File: src/rtl/core/mask_silhouette_profile_core_macros.svh
// Assertion macros shared by the silhouette profile RTL.
`ifndef MASK_SILHOUETTE_PROFILE_CORE_MACROS_SVH
`define MASK_SILHOUETTE_PROFILE_CORE_MACROS_SVH
`ifndef SYNTH
// Same-cycle implication, checked on every rising edge outside reset.
`define MSP_ASSERT_NOW(label, ante, cons) \
  label: assert property (@(posedge clk_i) disable iff (!rst_ni) (ante) |-> (cons)) \
    else $error("silhouette profile check failed");
// Next-cycle implication, checked on every rising edge outside reset.
`define MSP_ASSERT_NEXT(label, ante, cons) \
  label: assert property (@(posedge clk_i) disable iff (!rst_ni) (ante) |=> (cons)) \
    else $error("silhouette profile check failed");
`else
`define MSP_ASSERT_NOW(label, ante, cons)
`define MSP_ASSERT_NEXT(label, ante, cons)
`endif
`endif

File: src/rtl/core/msp_pkg.sv
// Shared constants and helpers for the mask silhouette profile core.
`timescale 1ns / 1ps
package msp_pkg;

  // Largest supported frame side in pixels.
  localparam int MaxDim  = 4096;
  // Bits of a column or row number.
  localparam int DimW    = $clog2(MaxDim);
  // Width of the size registers and of the configuration data.
  localparam int CfgW    = 13;
  localparam int CfgIdxW = 1;
  localparam int SumW    = 36;
  localparam int CountW  = 25;

  // Register indexes of the configuration port.
  localparam logic [CfgIdxW-1:0] RegFrameWidth  = 1'd0;
  localparam logic [CfgIdxW-1:0] RegFrameHeight = 1'd1;

  // Last valid coordinate for a programmed size: zero acts as one and
  // anything above the maximum is clamped to it.
  function automatic logic [DimW-1:0] last_index(input logic [CfgW-1:0] size);
    if (size == '0) begin
      return '0;
    end
    if (32'(size) > 32'(MaxDim)) begin
      return DimW'(MaxDim - 1);
    end
    return DimW'(size - 1'b1);
  endfunction

endpackage

File: src/rtl/core/msp_pix_if.sv
// Input channel carrying one mask pixel per word.
`timescale 1ns / 1ps
interface msp_pix_if;
  logic valid;
  logic ready;
  logic mask_bit;

  modport source (output valid, output mask_bit, input ready);
  modport sink (input valid, input mask_bit, output ready);
endinterface

File: src/rtl/core/msp_res_if.sv
// Result channel carrying one row extent, plus frame totals, per word.
`timescale 1ns / 1ps
interface msp_res_if;
  logic                        valid;
  logic                        ready;
  logic [msp_pkg::DimW-1:0]    row_y;
  logic [msp_pkg::DimW-1:0]    row_left;
  logic [msp_pkg::DimW-1:0]    row_right;
  logic                        row_present;
  logic                        frame_done;
  logic                        frame_ok;
  logic [msp_pkg::DimW-1:0]    box_min_x;
  logic [msp_pkg::DimW-1:0]    box_max_x;
  logic [msp_pkg::DimW-1:0]    box_min_y;
  logic [msp_pkg::DimW-1:0]    box_max_y;
  logic [msp_pkg::SumW-1:0]    row_sum;
  logic [msp_pkg::CountW-1:0]  fg_count;

  modport source (
    output valid, output row_y, output row_left, output row_right, output row_present,
    output frame_done, output frame_ok, output box_min_x, output box_max_x,
    output box_min_y, output box_max_y, output row_sum, output fg_count,
    input ready
  );
  modport sink (
    input valid, input row_y, input row_left, input row_right, input row_present,
    input frame_done, input frame_ok, input box_min_x, input box_max_x,
    input box_min_y, input box_max_y, input row_sum, input fg_count,
    output ready
  );
endinterface

File: src/rtl/core/mask_silhouette_profile_core.sv
// Streaming silhouette profile of a binary mask: row extents and frame box.
//
// The core takes one mask pixel word per clock in raster order and keeps the
// column and row position itself, so the frame size registers must match the
// stream. Every pixel is folded into running registers in the cycle it is
// accepted (a compare against the row and frame extremes, an increment of the
// foreground count and an add of the row number into the row sum), so the
// rate is one pixel per clock when not stalled. The last pixel of each row
// loads an output register, and its result word is offered on the next cycle;
// on the frame's last row that word also carries the bounding box, the row
// sum and the pixel count, and the frame state clears for the next frame.
// While a result word waits downstream, pixels that do not end a row are still
// taken; only a pixel that would end a row waits for the output register to
// free up. A size of zero acts as one and sizes above 4096 act as 4096. The
// size registers may be rewritten between pixels, and a row or frame ends as
// soon as the counter reaches or passes the new last index.
`timescale 1ns / 1ps
`include "mask_silhouette_profile_core_macros.svh"
module mask_silhouette_profile_core (
  input  logic                          clk_i,
  input  logic                          rst_ni,
  input  logic                          cfg_we_i,
  input  logic [msp_pkg::CfgIdxW-1:0]   cfg_idx_i,
  input  logic [msp_pkg::CfgW-1:0]      cfg_data_i,
  msp_pix_if.sink                       pix_i,
  msp_res_if.source                     res_o
);

  localparam int DimW   = msp_pkg::DimW;
  localparam int CfgW   = msp_pkg::CfgW;
  localparam int SumW   = msp_pkg::SumW;
  localparam int CountW = msp_pkg::CountW;

  // Size registers.
  logic [CfgW-1:0] width_q;
  logic [CfgW-1:0] height_q;

  always_ff @(posedge clk_i or negedge rst_ni) begin
    if (!rst_ni) begin
      width_q  <= CfgW'(640);
      height_q <= CfgW'(480);
    end else if (cfg_we_i) begin
      case (cfg_idx_i)
        msp_pkg::RegFrameWidth:  width_q  <= cfg_data_i;
        msp_pkg::RegFrameHeight: height_q <= cfg_data_i;
        default: ;
      endcase
    end
  end

  // Position and running statistics.
  logic [DimW-1:0]   col_q, col_d;
  logic [DimW-1:0]   row_q, row_d;
  logic [DimW-1:0]   cur_left_q, cur_left_d;
  logic [DimW-1:0]   cur_right_q, cur_right_d;
  logic              cur_seen_q, cur_seen_d;
  logic [DimW-1:0]   min_col_q, min_col_d;
  logic [DimW-1:0]   max_col_q, max_col_d;
  logic [DimW-1:0]   min_row_q, min_row_d;
  logic [DimW-1:0]   max_row_q, max_row_d;
  logic              any_seen_q, any_seen_d;
  logic [SumW-1:0]   accum_q, accum_d;
  logic [CountW-1:0] total_q, total_d;

  logic [DimW-1:0] col_last;
  logic [DimW-1:0] row_last;
  logic            row_end;
  logic            frame_end;
  logic            pix_fire;
  logic            res_fire;
  logic            fg;

  // Result register.
  logic              res_valid_q;
  logic [DimW-1:0]   res_row_y_q;
  logic [DimW-1:0]   res_left_q;
  logic [DimW-1:0]   res_right_q;
  logic              res_present_q;
  logic              res_done_q;
  logic              res_ok_q;
  logic [DimW-1:0]   res_min_x_q;
  logic [DimW-1:0]   res_max_x_q;
  logic [DimW-1:0]   res_min_y_q;
  logic [DimW-1:0]   res_max_y_q;
  logic [SumW-1:0]   res_sum_q;
  logic [CountW-1:0] res_count_q;

  assign col_last  = msp_pkg::last_index(width_q);
  assign row_last  = msp_pkg::last_index(height_q);
  assign row_end   = col_q >= col_last;
  assign frame_end = row_q >= row_last;
  assign fg        = pix_i.mask_bit;

  // A pixel that ends a row needs the output register to be free.
  assign pix_i.ready = !res_valid_q || res_o.ready || !row_end;
  assign pix_fire    = pix_i.valid && pix_i.ready;
  assign res_fire    = res_valid_q && res_o.ready;

  // Fold the current pixel into the running statistics.
  logic [DimW-1:0]   upd_left, upd_right;
  logic              upd_seen;
  logic [DimW-1:0]   upd_min_col, upd_max_col, upd_min_row, upd_max_row;
  logic              upd_any;
  logic [SumW-1:0]   upd_accum;
  logic [CountW-1:0] upd_total;

  always_comb begin
    upd_left    = cur_left_q;
    upd_right   = cur_right_q;
    upd_seen    = cur_seen_q;
    upd_min_col = min_col_q;
    upd_max_col = max_col_q;
    upd_min_row = min_row_q;
    upd_max_row = max_row_q;
    upd_any     = any_seen_q;
    upd_accum   = accum_q;
    upd_total   = total_q;
    if (fg) begin
      if (!cur_seen_q) begin
        upd_left  = col_q;
        upd_right = col_q;
      end else begin
        if (col_q < cur_left_q) upd_left = col_q;
        if (col_q > cur_right_q) upd_right = col_q;
      end
      upd_seen = 1'b1;
      if (!any_seen_q) begin
        upd_min_col = col_q;
        upd_max_col = col_q;
        upd_min_row = row_q;
        upd_max_row = row_q;
      end else begin
        if (col_q < min_col_q) upd_min_col = col_q;
        if (col_q > max_col_q) upd_max_col = col_q;
        if (row_q < min_row_q) upd_min_row = row_q;
        if (row_q > max_row_q) upd_max_row = row_q;
      end
      upd_any   = 1'b1;
      upd_accum = accum_q + SumW'(row_q);
      upd_total = total_q + CountW'(1);
    end
  end

  // Advance the position and clear row or frame state at the boundaries.
  always_comb begin
    col_d       = col_q;
    row_d       = row_q;
    cur_left_d  = upd_left;
    cur_right_d = upd_right;
    cur_seen_d  = upd_seen;
    min_col_d   = upd_min_col;
    max_col_d   = upd_max_col;
    min_row_d   = upd_min_row;
    max_row_d   = upd_max_row;
    any_seen_d  = upd_any;
    accum_d     = upd_accum;
    total_d     = upd_total;
    if (!row_end) begin
      col_d = col_q + DimW'(1);
    end else begin
      col_d       = '0;
      cur_left_d  = '0;
      cur_right_d = '0;
      cur_seen_d  = 1'b0;
      if (frame_end) begin
        row_d      = '0;
        min_col_d  = '0;
        max_col_d  = '0;
        min_row_d  = '0;
        max_row_d  = '0;
        any_seen_d = 1'b0;
        accum_d    = '0;
        total_d    = '0;
      end else begin
        row_d = row_q + DimW'(1);
      end
    end
  end

  always_ff @(posedge clk_i or negedge rst_ni) begin
    if (!rst_ni) begin
      col_q       <= '0;
      row_q       <= '0;
      cur_left_q  <= '0;
      cur_right_q <= '0;
      cur_seen_q  <= 1'b0;
      min_col_q   <= '0;
      max_col_q   <= '0;
      min_row_q   <= '0;
      max_row_q   <= '0;
      any_seen_q  <= 1'b0;
      accum_q     <= '0;
      total_q     <= '0;
    end else if (pix_fire) begin
      col_q       <= col_d;
      row_q       <= row_d;
      cur_left_q  <= cur_left_d;
      cur_right_q <= cur_right_d;
      cur_seen_q  <= cur_seen_d;
      min_col_q   <= min_col_d;
      max_col_q   <= max_col_d;
      min_row_q   <= min_row_d;
      max_row_q   <= max_row_d;
      any_seen_q  <= any_seen_d;
      accum_q     <= accum_d;
      total_q     <= total_d;
    end
  end

  // Output valid flag.
  always_ff @(posedge clk_i or negedge rst_ni) begin
    if (!rst_ni) begin
      res_valid_q <= 1'b0;
    end else if (pix_fire && row_end) begin
      res_valid_q <= 1'b1;
    end else if (res_fire) begin
      res_valid_q <= 1'b0;
    end
  end

  // Output payload. Row fields are already zero for an empty row, and the
  // box fields are zero for an empty frame, since those registers clear.
  always_ff @(posedge clk_i) begin
    if (pix_fire && row_end) begin
      res_row_y_q   <= row_q;
      res_left_q    <= upd_left;
      res_right_q   <= upd_right;
      res_present_q <= upd_seen;
      res_done_q    <= frame_end;
      res_ok_q      <= frame_end && upd_any;
      res_min_x_q   <= frame_end ? upd_min_col : '0;
      res_max_x_q   <= frame_end ? upd_max_col : '0;
      res_min_y_q   <= frame_end ? upd_min_row : '0;
      res_max_y_q   <= frame_end ? upd_max_row : '0;
      res_sum_q     <= frame_end ? upd_accum : '0;
      res_count_q   <= frame_end ? upd_total : '0;
    end
  end

  assign res_o.valid       = res_valid_q;
  assign res_o.row_y       = res_row_y_q;
  assign res_o.row_left    = res_left_q;
  assign res_o.row_right   = res_right_q;
  assign res_o.row_present = res_present_q;
  assign res_o.frame_done  = res_done_q;
  assign res_o.frame_ok    = res_ok_q;
  assign res_o.box_min_x   = res_min_x_q;
  assign res_o.box_max_x   = res_max_x_q;
  assign res_o.box_min_y   = res_min_y_q;
  assign res_o.box_max_y   = res_max_y_q;
  assign res_o.row_sum     = res_sum_q;
  assign res_o.fg_count    = res_count_q;

  // A row-ending pixel is only taken when the output register can load.
  `MSP_ASSERT_NOW(a_row_end_room, pix_fire && row_end, !res_valid_q || res_o.ready)
  // The frame's last pixel yields a frame word and leaves the position at origin.
  `MSP_ASSERT_NEXT(a_frame_wrap, pix_fire && row_end && frame_end, res_valid_q && res_done_q && col_q == '0 && row_q == '0)
  // A frame flagged as holding foreground is always the last row's word.
  `MSP_ASSERT_NOW(a_ok_on_done, res_valid_q && res_ok_q, res_done_q)

endmodule
File: src/flat_wrapper.sv
// flat-port wrapper written by rule: the top's interface ports become plain ports
module mask_silhouette_profile_core_flat 
  (clk_i, rst_ni, cfg_we_i, cfg_idx_i, cfg_data_i, pix_i_valid, pix_i_mask_bit, pix_i_ready, res_o_valid, res_o_row_y, res_o_row_left, res_o_row_right, res_o_row_present, res_o_frame_done, res_o_frame_ok, res_o_box_min_x, res_o_box_max_x, res_o_box_min_y, res_o_box_max_y, res_o_row_sum, res_o_fg_count, res_o_ready);
  msp_pix_if pix_i_i ();
  msp_res_if res_o_i ();
  input  logic clk_i;
  input  logic rst_ni;
  input  logic cfg_we_i;
  input  logic [msp_pkg::CfgIdxW-1:0] cfg_idx_i;
  input  logic [msp_pkg::CfgW-1:0] cfg_data_i;
  input wire logic [$bits(pix_i_i.valid)-1:0] pix_i_valid;
  input wire logic [$bits(pix_i_i.mask_bit)-1:0] pix_i_mask_bit;
  output wire logic [$bits(pix_i_i.ready)-1:0] pix_i_ready;
  output wire logic [$bits(res_o_i.valid)-1:0] res_o_valid;
  output wire logic [$bits(res_o_i.row_y)-1:0] res_o_row_y;
  output wire logic [$bits(res_o_i.row_left)-1:0] res_o_row_left;
  output wire logic [$bits(res_o_i.row_right)-1:0] res_o_row_right;
  output wire logic [$bits(res_o_i.row_present)-1:0] res_o_row_present;
  output wire logic [$bits(res_o_i.frame_done)-1:0] res_o_frame_done;
  output wire logic [$bits(res_o_i.frame_ok)-1:0] res_o_frame_ok;
  output wire logic [$bits(res_o_i.box_min_x)-1:0] res_o_box_min_x;
  output wire logic [$bits(res_o_i.box_max_x)-1:0] res_o_box_max_x;
  output wire logic [$bits(res_o_i.box_min_y)-1:0] res_o_box_min_y;
  output wire logic [$bits(res_o_i.box_max_y)-1:0] res_o_box_max_y;
  output wire logic [$bits(res_o_i.row_sum)-1:0] res_o_row_sum;
  output wire logic [$bits(res_o_i.fg_count)-1:0] res_o_fg_count;
  input wire logic [$bits(res_o_i.ready)-1:0] res_o_ready;
  assign pix_i_i.valid = pix_i_valid;
  assign pix_i_i.mask_bit = pix_i_mask_bit;
  assign pix_i_ready = pix_i_i.ready;
  assign res_o_valid = res_o_i.valid;
  assign res_o_row_y = res_o_i.row_y;
  assign res_o_row_left = res_o_i.row_left;
  assign res_o_row_right = res_o_i.row_right;
  assign res_o_row_present = res_o_i.row_present;
  assign res_o_frame_done = res_o_i.frame_done;
  assign res_o_frame_ok = res_o_i.frame_ok;
  assign res_o_box_min_x = res_o_i.box_min_x;
  assign res_o_box_max_x = res_o_i.box_max_x;
  assign res_o_box_min_y = res_o_i.box_min_y;
  assign res_o_box_max_y = res_o_i.box_max_y;
  assign res_o_row_sum = res_o_i.row_sum;
  assign res_o_fg_count = res_o_i.fg_count;
  assign res_o_i.ready = res_o_ready;
  mask_silhouette_profile_core u_core (.clk_i(clk_i), .rst_ni(rst_ni), .cfg_we_i(cfg_we_i), .cfg_idx_i(cfg_idx_i), .cfg_data_i(cfg_data_i), .pix_i(pix_i_i), .res_o(res_o_i));
endmodule
File: config.mk
export PLATFORM = sky130hd
export DESIGN_NAME = mask_silhouette_profile_core_flat
export DESIGN_NICKNAME = d
export VERILOG_FILES = /design/src/rtl/core/msp_pkg.sv /design/src/rtl/core/msp_pix_if.sv /design/src/rtl/core/msp_res_if.sv /design/src/rtl/core/mask_silhouette_profile_core.sv /design/src/flat_wrapper.sv
export VERILOG_INCLUDE_DIRS = /design/src /design/src/rtl/core
export SDC_FILE = /design/constraint.sdc
export NUM_CORES = 1
export LEC_CHECK = 0
export ABC_AREA = 1
export BUFFER_PORTS_ARGS = -buffer_cell sky130_fd_sc_hd__buf_2
export CAP_MARGIN = 20
export CORE_MARGIN = 2
export CORE_UTILIZATION = 35
export DETAILED_ROUTE_END_ITERATION = 10
export PLACE_DENSITY = 0.62
export SETUP_SLACK_MARGIN = 0.1
export SLEW_MARGIN = 20
export SYNTH_ARGS = -nofsm -noshare
export SYNTH_HDL_FRONTEND = slang
export SYNTH_SLANG_ARGS = --single-unit
export TNS_END_PERCENT = 30
File: constraint.sdc
create_clock -name clk_i -period 6.79 [get_ports clk_i]
set_input_delay 1.0185 -clock clk_i [delete_from_list [all_inputs] [get_ports clk_i]]
set_output_delay 1.0185 -clock clk_i [all_outputs]
set_load 0.01 [all_outputs]
==> results of run 1 <==
[worst max-delay path, delay by kind of cell (launching register included)]
family / cells / cell delay (ns)
AOI/OAI and AO/OA: 1 / 0.30
DFF: 1 / 0.41
adders and majority gates: 2 / 0.32
and+or+nand+nor: 13 / 1.55
buffers and inverters: 6 / 1.99
[layout make-up]
class	instances	share of cell area [%]
flip-flops and latches	334	41.7
multi-input cells	1682	38.6
inverters	307	5.30
clock buffers	45	4.47
repair buffers	181	4.44
well taps	696	3.98
clock inverters	25	1.51
[worst max-delay path by stage]
| stage | from | end | slack (ns) | cells past startpoint |
|---|---|---|---|---|
| 3_3_place_gp | u_core.width_q[0]$_DFFE_PN0P_ | u_core.res_o.row_left[5]$_DFFE_PP_ | 2.06 | 23 |
| 3_5_place_dp | u_core.height_q[0]$_DFFE_PN0P_ | u_core.res_o.box_min_y[6]$_SDFFCE_PP0P_ | 1.96 | 22 |
| 6_report | u_core.height_q[0]$_DFFE_PN0P_ | u_core.res_o.box_min_y[6]$_SDFFCE_PP0P_ | 1.98 | 22 |
| 5_1_grt | u_core.width_q[0]$_DFFE_PN0P_ | u_core.res_o.row_right[1]$_DFFE_PP_ | 1.50 | 23 |
| 2_1_floorplan | u_core.width_q[0]$_DFFE_PN0P_ | u_core.res_o.box_max_x[0]$_SDFFCE_PP0P_ | 0.57 | 22 |
| 4_1_cts | u_core.height_q[0]$_DFFE_PN0P_ | u_core.res_o.box_min_y[6]$_SDFFCE_PP0P_ | 1.95 | 22 |
[flip-flops by register name, summed over array words and instances (netlist names), 12 cells and up]
signal and cells:
u_core.accum_q 36, u_core.col_q 12, u_core.cur_left_q 12, u_core.cur_right_q 12
u_core.height_q 13, u_core.max_col_q 12, u_core.max_row_q 12, u_core.min_col_q 12
u_core.min_row_q 12, u_core.res_o.box_max_x 12, u_core.res_o.box_max_y 12, u_core.res_o.box_min_x 12
u_core.res_o.box_min_y 12, u_core.res_o.fg_count 25, u_core.res_o.row_left 12, u_core.res_o.row_right 12
u_core.res_o.row_sum 36, u_core.res_o.row_y 12, u_core.row_q 12, u_core.total_q 25
u_core.width_q 13
[metal layers]
metal	wire length, microns	track usage [%]	share of wire [%]
met1	24500	25.6	46
met2	24800	31.0	46
met3	2730	2.91	5.1
met4	1390	5.89	2.6
met5	0	0	0
[cells in the final DEF (no fill, tap or decap), types with 8 or more instances in the layout]
| master | count |
|---|---|
| nand2_1 | 811 |
| o21ai_1 | 16 |
| clkinv_2 | 10 |
| xor2_1 | 35 |
| ha_1 | 110 |
| buf_4 | 11 |
| edfxtp_1 | 148 |
| o21ai_0 | 129 |
| clkbuf_16 | 38 |
| nand4_1 | 38 |
| and2_1 | 33 |
| inv_1 | 300 |
| buf_2 | 167 |
| nand3_1 | 218 |
| nor2_1 | 134 |
| a21oi_1 | 86 |
| dfrtp_1 | 180 |
| or2_2 | 8 |
| nor3_1 | 28 |
[power groups by stage]
stage | sequential (uW) | clock (uW) | combinational [uW]
2_1_floorplan | 2900 | 0 | 1880
3_3_place_gp | 2960 | 0 | 2520
3_5_place_dp | 2970 | 0 | 2600
4_1_cts | 2940 | 2240 | 2620
5_1_grt | 2990 | 2320 | 3010
6_report | 2940 | 2190 | 2610
[kinds of logic after synthesis]
group	after synthesis	synth area share, %
AO/OA/AOI/OAI	244	6.63
flip-flops	334	47.8
AND/OR/NAND/NOR	1287	28.5
multiplexers	1	0.0525
adder cells (fa/ha/maj)	111	7.33
buffers and inverters	382	7.92
XOR/XNOR	39	1.79
[per-stage QoR]
stage | hold slack (ns) | instances | utilization (%) | area [sq um]
floorplan | 0.449 | 2398 | - | 19100
global placement | 0.462 | 3200 | 38.2 | 20500
CTS | 0.480 | 3270 | 40.6 | 21900
detailed placement | 0.465 | 3200 | 38.2 | 20600
global route | 0.495 | 3270 | 40.6 | 21900
finish | 0.475 | 3270 | 40.6 | 21900
==> flow_summary.ini, run 1 <==
[synthesis]
synth_warnings = 0
synth.top_cell.area_share_pct = 23.6
synthFlopType = dfrtp_1
syn_inst = 2398
synthArstFlopShare_pct = 55.7
synth_nets = 2529
yosys.cell_count.top_type = nand2_1
synth-seq-cells = 334
synth_area_leaders = dfrtp_1 24%, edfxtp_1 23%, nand2_1 16%
synth_area_sq_um = 19100
synth_cell_types = 42
syn_area_per_cell_sq_um = 7.94
ys_top_cells_by_count = 811 x nand2_1, 301 x inv_1, 218 x nand3_1
yosysSeqAreaShare_pct = 47.8
synth_edf_count = 148
synth_top_area_cell = dfrtp_1

[route]
wire_per_inst_microns = 16.3
num_vias = 16462
routed_wl_microns = 53400
drt_iter0_drc = 1315
drc = 0
drt-pass1-iter-count = 6
viasPerCell = 5.03
ant_nets = 0

[power_and_ir_drop]
swShare_pct = 38.8
clock_power_share_pct = 28.3
fin_total_pwr_uw = 7740
pwr-share-comb_pct = 33.7
power_density_nw_per_um2 = 354
power.internal_uw = 4740
seqPwrFrac_pct = 38.0
ir_worst_vdd_mv = 0.199
p_switching_uw = 3000
power.leakage_uw = 0.0106

[clock_network]
clockBufferDepth = 3
clock_sinks = 334
cts_tree = built
clk_latency_ns = 0.58
cts_buffers = 38
cts_root_buf = clkbuf_16
postCtsSetupBuffers = 0
postCtsHoldBufs = 0
post_cts_resized = 0
path_clk_slew_ns = 0.06
h-tree-depth = 2

[setup_path]
end_kind = register
r2r_cells = 22
critical_path_class = reg -> reg
crit_slowest_cell = clkinv_2
cp_data_required_time_ns = 7.14
setup.worst_path.start_class = register
worst_path_most_repeated_cell = nand2_1
crit_path_max_fanout = 48
path_cells = inv_1 -> ha_1 -> nand2_1 -> nor2_1 -> nand2_1 -> nor2_1 -> inv_1 -> nor2_1 -> nand2_1 -> nor2_1 -> clkinv_1 -> nand2_1 -> ha_1 -> nand2_1 -> nor2_1 -> and2_1 -> nand2_1 -> nand4_2 -> buf_4 -> clkinv_2 -> buf_4 -> a21oi_1
regToRegSetupSlack_ns = 1.98
critical_path.max_stage_delay_ns = 0.71
rr_startpoint = u_core.height_q[0]$_DFFE_PN0P_
worstReg2RegEnd = u_core.res_o.box_min_y[6]$_SDFFCE_PP0P_
worstPathArrival_ns = 5.16

[sta]
fmax_ghz = 0.208
finalSetupViolations = 0
tightest_slew_ns = 0.944
setup_slack_ns = 1.98
hold_viol = 0
period_share_pct = 70.8
final.setup.tns_ns = 0
final-max-slew-violation-count = 0
rsz0062_at_grt = no
slew_headroom_pct = 37.1
fin_skew_ns = 0.0363
min_period_ns = 4.81

[global_routing]
track_usage_pct = 18.9
grt_max_degree = 90
grt_pass1_wl_microns = 84800
overflow = 0
grt_pass1_vias = 15870
antenna_found_initial = 0

[job]
maxCapViolations = 0

[place]
place.port_buffers = 169
gp_congestion = 0.902
dp_slack_ns = 1.96
hpwl_microns = 36900

[die]
fp.coreArea_sq_um = 53800
die_area_sq_um = 56300
initial_utilization_pct = 35.4
io_pins = 170
die_x_microns = 237
rows = 85
die_y_microns = 237

[min_path]
hold_start = u_core.cur_left_q[7]$_DFFE_PN0P_
hold_class = reg -> reg
whs_path_depth = 2
hold_end = u_core.cur_left_q[7]$_DFFE_PN0P_

[outcome]
status = finished, final reports clean

[layout]
fillers = 5401
fin_nets = 2675
seqCellArea_sq_um = 9110
diodes = 0
layout-drive-gt1-share_pct = 10.6
multi_input_area_sq_um = 8450
area_growth_pct = 14.7
Power figures use the tool's default switching activity.
==> run 2: changes to the inputs <==
--- a/config.mk
+++ b/config.mk
@@ -6,7 +6,7 @@
 export SDC_FILE = /design/constraint.sdc
 export NUM_CORES = 1
 export LEC_CHECK = 0
-export ABC_AREA = 1
+export ABC_AREA = 0
 export BUFFER_PORTS_ARGS = -buffer_cell sky130_fd_sc_hd__buf_2
 export CAP_MARGIN = 20
 export CORE_MARGIN = 2
==> constraint.sdc (replaced) <==
create_clock -name clk_i -period 4.7 [get_ports clk_i]
set_input_delay 0.705 -clock clk_i [delete_from_list [all_inputs] [get_ports clk_i]]
set_output_delay 0.705 -clock clk_i [all_outputs]
set_load 0.01 [all_outputs]
==> flow_summary.ini, run 2 <==
[outcome]
status = finished, final reports clean

[route]
drt-pass1-iter-count = 5
ant_nets = 0
drt_iter0_drc = 772
viasPerCell = 5.27
wire_per_inst_microns = 18.0
routed_wl_microns = 45500
num_vias = 13350
drc = 0

[die]
rows = 82
die_x_microns = 229
io_pins = 170
die_y_microns = 229
fp.coreArea_sq_um = 50100
initial_utilization_pct = 35.4
die_area_sq_um = 52500

[synthesis]
synthFlopType = dfrtp_1
synth.top_cell.area_share_pct = 25.4
synth_edf_count = 148
synth_warnings = 0
syn_inst = 1679
ys_top_cells_by_count = 180 x dfrtp_1, 169 x nor2_1, 148 x edfxtp_1
yosys.cell_count.top_type = dfrtp_1
synth_cell_types = 70
synth_nets = 1810
synth_area_sq_um = 17700
synth-seq-cells = 334
synthArstFlopShare_pct = 55.7
synth_area_leaders = dfrtp_1 25%, edfxtp_1 25%, ha_1 7.8%
yosysSeqAreaShare_pct = 51.3
synth_top_area_cell = dfrtp_1
syn_area_per_cell_sq_um = 10.6

[layout]
fin_area_sq_um = 20700
layout_commonest_cell = dfrtp_1
area_growth_pct = 16.5
layout-drive-gt1-share_pct = 17.8
fillers = 4959
diodes = 0
fin_nets = 1963
final_cell_mix = 180 x dfrtp_1, 169 x nor2_1, 168 x buf_2, 148 x edfxtp_1, 116 x nand2_1

[global_routing]
track_usage_pct = 17.1
overflow = 0
grt_max_degree = 77
grt_pass1_wl_microns = 72000
grt_pass1_vias = 13288
antenna_found_initial = 2

[sta]
finalSetupViolations = 0
hold_viol = 0
fin_skew_ns = 0.0310
min_period_ns = 4.29
rsz0062_at_grt = no
tightest_slew_ns = 1.08
period_share_pct = 91.2
slew_headroom_pct = 27.5
final-max-slew-violation-count = 0
fmax_ghz = 0.233
final.setup.tns_ns = 0

[clock_network]
clock_sinks = 334
cts_tree = built
cts_buffers = 36
clk_latency_ns = 0.56
cts_root_buf = clkbuf_16
h-tree-depth = 2
path_clk_slew_ns = 0.06
clockBufferDepth = 3

[place]
dpl_cell_area_sq_um = 19400
place.port_buffers = 169
hpwl_microns = 31300
gp_congestion = 0.853

[setup_path]
worstPathArrival_ns = 3.58
crit_path_max_fanout = 9
end_kind = output port
r2r_cells = 15
cp_data_required_time_ns = 3.99
critical_path_class = reg -> out
setup.worst_path.start_class = register

[power_and_ir_drop]
power.leakage_uw = 0.00872
ir_worst_vdd_mv = 0.258
seqPwrFrac_pct = 39.4
p_switching_uw = 3550
clock_power_share_pct = 28.5
swShare_pct = 34.9
power.internal_uw = 6610
power_density_nw_per_um2 = 492
pwr-share-comb_pct = 32.1

[job]
maxCapViolations = 0

[min_path]
hold_class = in -> async
run 2: cell types whose count changed after synthesis, sizes merged, moves of 36 or more:
cell   delta
a22o     +75
a31oi    +40
xnor2    +43
mux2     +36
nand3   -176
nand2   -696
o21ai    -56
inv     -210
mux2i    +55
run 2: routing by layer:
metal	vias to the layer above	global-route usage [%]	wire length (microns)
li1	6378	-	-
met5	-	0	0
met1	6582	22.8	20600
met2	313	27.9	21300
met4	0	6.41	1350
met3	77	3.13	2240
run 2: timing repair:
item                                    4_1_cts  5_1_grt
hold buffers                                  0        0
gates resized for setup                       3        8
pin swaps                                     0        1
endpoints found under the setup margin       11      249
gates cloned                                  0        0
buffers inserted                              0        1
run 2: kinds of logic (layout without fill, tap and decap cells):
group / Yosys count / count (layout) / synth area share [%]
flops: 334 / 334 / 51.3
compound gates: 398 / 398 / 14.7
fa+ha+maj: 112 / 112 / 7.93
buf+inv: 186 / 366 / 4.12
xor+xnor: 72 / 72 / 3.55
mux: 92 / 92 / 5.44
simple gates: 485 / 485 / 12.9
run 2: critical path, stage by stage, from the launching register on:
cell     delay, ns
dfrtp_1       0.40
inv_1         0.09
ha_1          0.18
nand2_1       0.12
nor3_4        0.22
nand2_2       0.11
or3_4         0.40
maj3_1        0.34
inv_1         0.06
ha_1          0.23
a21oi_1       0.14
o21ai_0       0.11
a21oi_2       0.26
o21ai_2       0.14
nand2_1       0.08
buf_2         0.16
run 2: final cells by class:
class	instances	area, sq um	area share (%)
Multi-Input combinational cell	1159	7960	38.5
Clock inverter	23	264	1.28
Tap cell	672	841	4.07
Inverter	95	362	1.75
Clock buffer	42	923	4.47
Timing Repair Buffer	206	1210	5.87
Sequential cell	334	9110	44.1
run 2: power by group through the flow:
stage / sequential [uW] / combinational [uW] / clock, uW
6_report: 4010 / 3260 / 2900
5_1_grt: 4070 / 3680 / 3090
4_1_cts: 3990 / 3270 / 2980
3_5_place_dp: 4050 / 3240 / 0
3_3_place_gp: 4040 / 3150 / 0
2_1_floorplan: 3850 / 2470 / 0
run 2: path summary, 6_finish.rpt:
check                                                    end  slack (ns)                              start
setup / recovery                                 pix_i_ready        0.41      u_core.width_q[0]$_DFFE_PN0P_
hold / removal                u_core.total_q[15]$_DFFE_PN0P_        0.20                             rst_ni
setup reg to reg                 u_core.row_q[9]$_DFFE_PN0P_        0.48     u_core.height_q[0]$_DFFE_PN0P_
hold reg to reg            u_core.cur_right_q[9]$_DFFE_PN0P_        0.50  u_core.cur_right_q[9]$_DFFE_PN0P_
max in group asynchronous      u_core.total_q[6]$_DFFE_PN0P_        3.47                             rst_ni
min in group clk_i            u_core.height_q[6]$_DFFE_PN1P_        0.42                      cfg_data_i[6]
run 2: through the flow:
step	std cells	setup WS (ns)	util (%)	hold slack, ns	power, uW
5_1_grt	2531	0.103	41.3	0.250	10800
3_3_place_gp	2465	0.175	38.8	0.484	7190
4_1_cts	2530	0.121	41.2	0.225	10200
3_5_place_dp	2465	0.0546	38.8	0.482	7290
6_report	2531	0.412	41.3	0.199	10200
2_1_floorplan	1679	0.535	-	0.409	6320
==> run 3: changes to the inputs <==
--- a/config.mk
+++ b/config.mk
@@ -13,6 +13,7 @@
 export CORE_UTILIZATION = 35
 export DETAILED_ROUTE_END_ITERATION = 10
 export PLACE_DENSITY = 0.62
+export RECOVER_POWER = 50
 export SETUP_SLACK_MARGIN = 0.1
 export SLEW_MARGIN = 20
 export SYNTH_ARGS = -nofsm -noshare
==> flow_summary.ini, run 3 (same netlist as run 2, synthesis figures left out) <==
[layout]
multi_input_area_sq_um = 7960
fin_nets = 1963
layout_commonest_cell = dfrtp_1
seqCellArea_sq_um = 9110
fillers = 5010
layout-drive-gt1-share_pct = 8.98
area_growth_pct = 15.3
final_cell_mix = 180 x dfrtp_1, 169 x nor2_1, 161 x clkbuf_1, 148 x edfxtp_1, 116 x nand2_1
diodes = 0

[global_routing]
grt_pass1_vias = 13288
track_usage_pct = 17.1
grtUsageMet1_pct = 22.8
grt.busiest_layer = met2
grt_util_met2_pct = 27.9
antenna_found_initial = 2
overflow = 0
grt_pass1_wl_microns = 72000
grt_max_degree = 77
met3_usage_pct = 3.13

[sta]
hold_viol = 0
whs_ns = 0.423
rsz0062_at_grt = no
finalSetupViolations = 0
period_share_pct = 90.9
fin_skew_ns = 0.0326
final.setup.tns_ns = 0
tightest_slew_ns = 3.82
min_period_ns = 4.27
fmax_ghz = 0.234
slew_headroom_pct = -154
final-max-slew-violation-count = 77

[clock_network]
clockBufferDepth = 3
clk_latency_ns = 0.56
h-tree-depth = 2
cts_buffers = 36
postCtsHoldBufs = 0
cts_tree = built
cts_root_buf = clkbuf_16
path_clk_slew_ns = 0.06
clock_sinks = 334

[outcome]
failed_checks = capacitance limit, slew limit
status = finished with violations

[power_and_ir_drop]
power_density_nw_per_um2 = 495
pwr-share-comb_pct = 31.8
power.leakage_uw = 0.00826
seqPwrFrac_pct = 39.6
ir_worst_vdd_mv = 0.257
fin_total_pwr_uw = 10100
power.internal_uw = 6580
swShare_pct = 35.1
clock_power_share_pct = 28.6
p_switching_uw = 3550

[setup_path]
setup.worst_path.start_class = register
critPathLaunch = u_core.width_q[0]$_DFFE_PN0P_
worstPathArrival_ns = 3.57
rr_startpoint = u_core.height_q[0]$_DFFE_PN0P_
critical_path_class = reg -> out
crit_path_max_fanout = 9
cp_data_required_time_ns = 3.99
critPathBufInv = 3
path_cells = inv_1 -> ha_1 -> nand2_1 -> nor3_4 -> nand2_2 -> or3_4 -> maj3_1 -> inv_1 -> ha_1 -> a21oi_1 -> o21ai_0 -> a21oi_2 -> o21ai_2 -> nand2_1 -> buf_2
crit_family = simple AND/OR/NAND/NOR gates
crit_slowest_cell = dfrtp_1
end_kind = output port
critical_path.max_stage_delay_ns = 0.40

[place]
gp_congestion = 0.853
place.port_buffers = 169
hpwl_microns = 31300

[job]
maxCapViolations = 1

[die]
initial_utilization_pct = 35.4
fp.coreArea_sq_um = 50100
rows = 82
die_y_microns = 229
die_area_sq_um = 52500
io_pins = 170
die_x_microns = 229

[route]
drt_iter0_drc = 803
viasPerCell = 5.27
wire_per_inst_microns = 18.0
drc = 0
num_vias = 13350
routed_wl_microns = 45600
ant_nets = 0
drt-pass1-iter-count = 5

[min_path]
hold_class = in -> reg
hold_start = cfg_data_i[6]
## run 3: cell types whose count changed in the layout (fill, tap and decap cells not counted), sizes merged
| cell | delta |
|---|---|
| dlygate4sd2 | +1 |
| buf | -157 |
| clkbuf | +156 |
## run 3: metrics by stage
step                worst slack [ns]  cell area, sq um  std cells  utilization (%)
global route                  0.0780             20500       2531             40.9
finish                         0.427             20500       2531             40.9
CTS                            0.121             20600       2530             41.2
floorplan                      0.535             17800       1679                -
global placement               0.175             19400       2465             38.8
detailed placement            0.0546             19400       2465             38.8
## run 3: path summary, 6_finish.rpt
kind | slack (ns) | cells past startpoint | to
worst max-delay path | 0.43 | 15 | pix_i_ready
worst min-delay path | 0.42 | 2 | u_core.height_q[6]$_DFFE_PN1P_
worst max register to register | 0.48 | 15 | u_core.row_q[11]$_DFFE_PN0P_
worst min register to register | 0.50 | 1 | u_core.cur_right_q[9]$_DFFE_PN0P_
max in group asynchronous | 0.76 | 2 | u_core.total_q[6]$_DFFE_PN0P_
min in group asynchronous | 1.62 | 1 | u_core.total_q[15]$_DFFE_PN0P_
## run 3: final cells by class
cell class | count | share of cell area [%]
flip-flops and latches | 334 | 44.5
multi-input cells | 1159 | 38.9
repair buffers | 206 | 4.92
clock buffers | 42 | 4.51
well taps | 672 | 4.11
inverters | 95 | 1.77
clock inverters | 23 | 1.29
## run 3: what timing repair did
item | in CTS | in global routing
cloned | 0 | 0
pin swaps | 0 | 1
setup endpoints to repair | 11 | 249
gates resized for setup | 3 | 8
buffers inserted | 0 | 1
## run 3: worst reg2reg max path: cells and delay by family (launching register included)
| kind | cells | cell delay [ns] |
|---|---|---|
| buf+inv | 2 | 0.35 |
| simple gates | 6 | 1.44 |
| compound gates | 5 | 1.45 |
| flops | 1 | 0.40 |
| fa+ha+maj | 2 | 0.47 |
## run 3: routing by layer
layer  share of wire (%)  wire length [microns]
met5                   0                      0
met4                 3.0                   1380
met3                 4.5                   2040
met2                  47                  21400
met1                  46                  20800
## run 3: power groups by stage
| stage | logic [uW] | registers (uW) | clock network, uW |
|---|---|---|---|
| 6_report | 3220 | 4010 | 2900 |
| 3_3_place_gp | 3150 | 4040 | 0 |
| 2_1_floorplan | 2470 | 3850 | 0 |
| 4_1_cts | 3270 | 3990 | 2980 |
| 3_5_place_dp | 3240 | 4050 | 0 |
| 5_1_grt | 3640 | 4070 | 3090 |
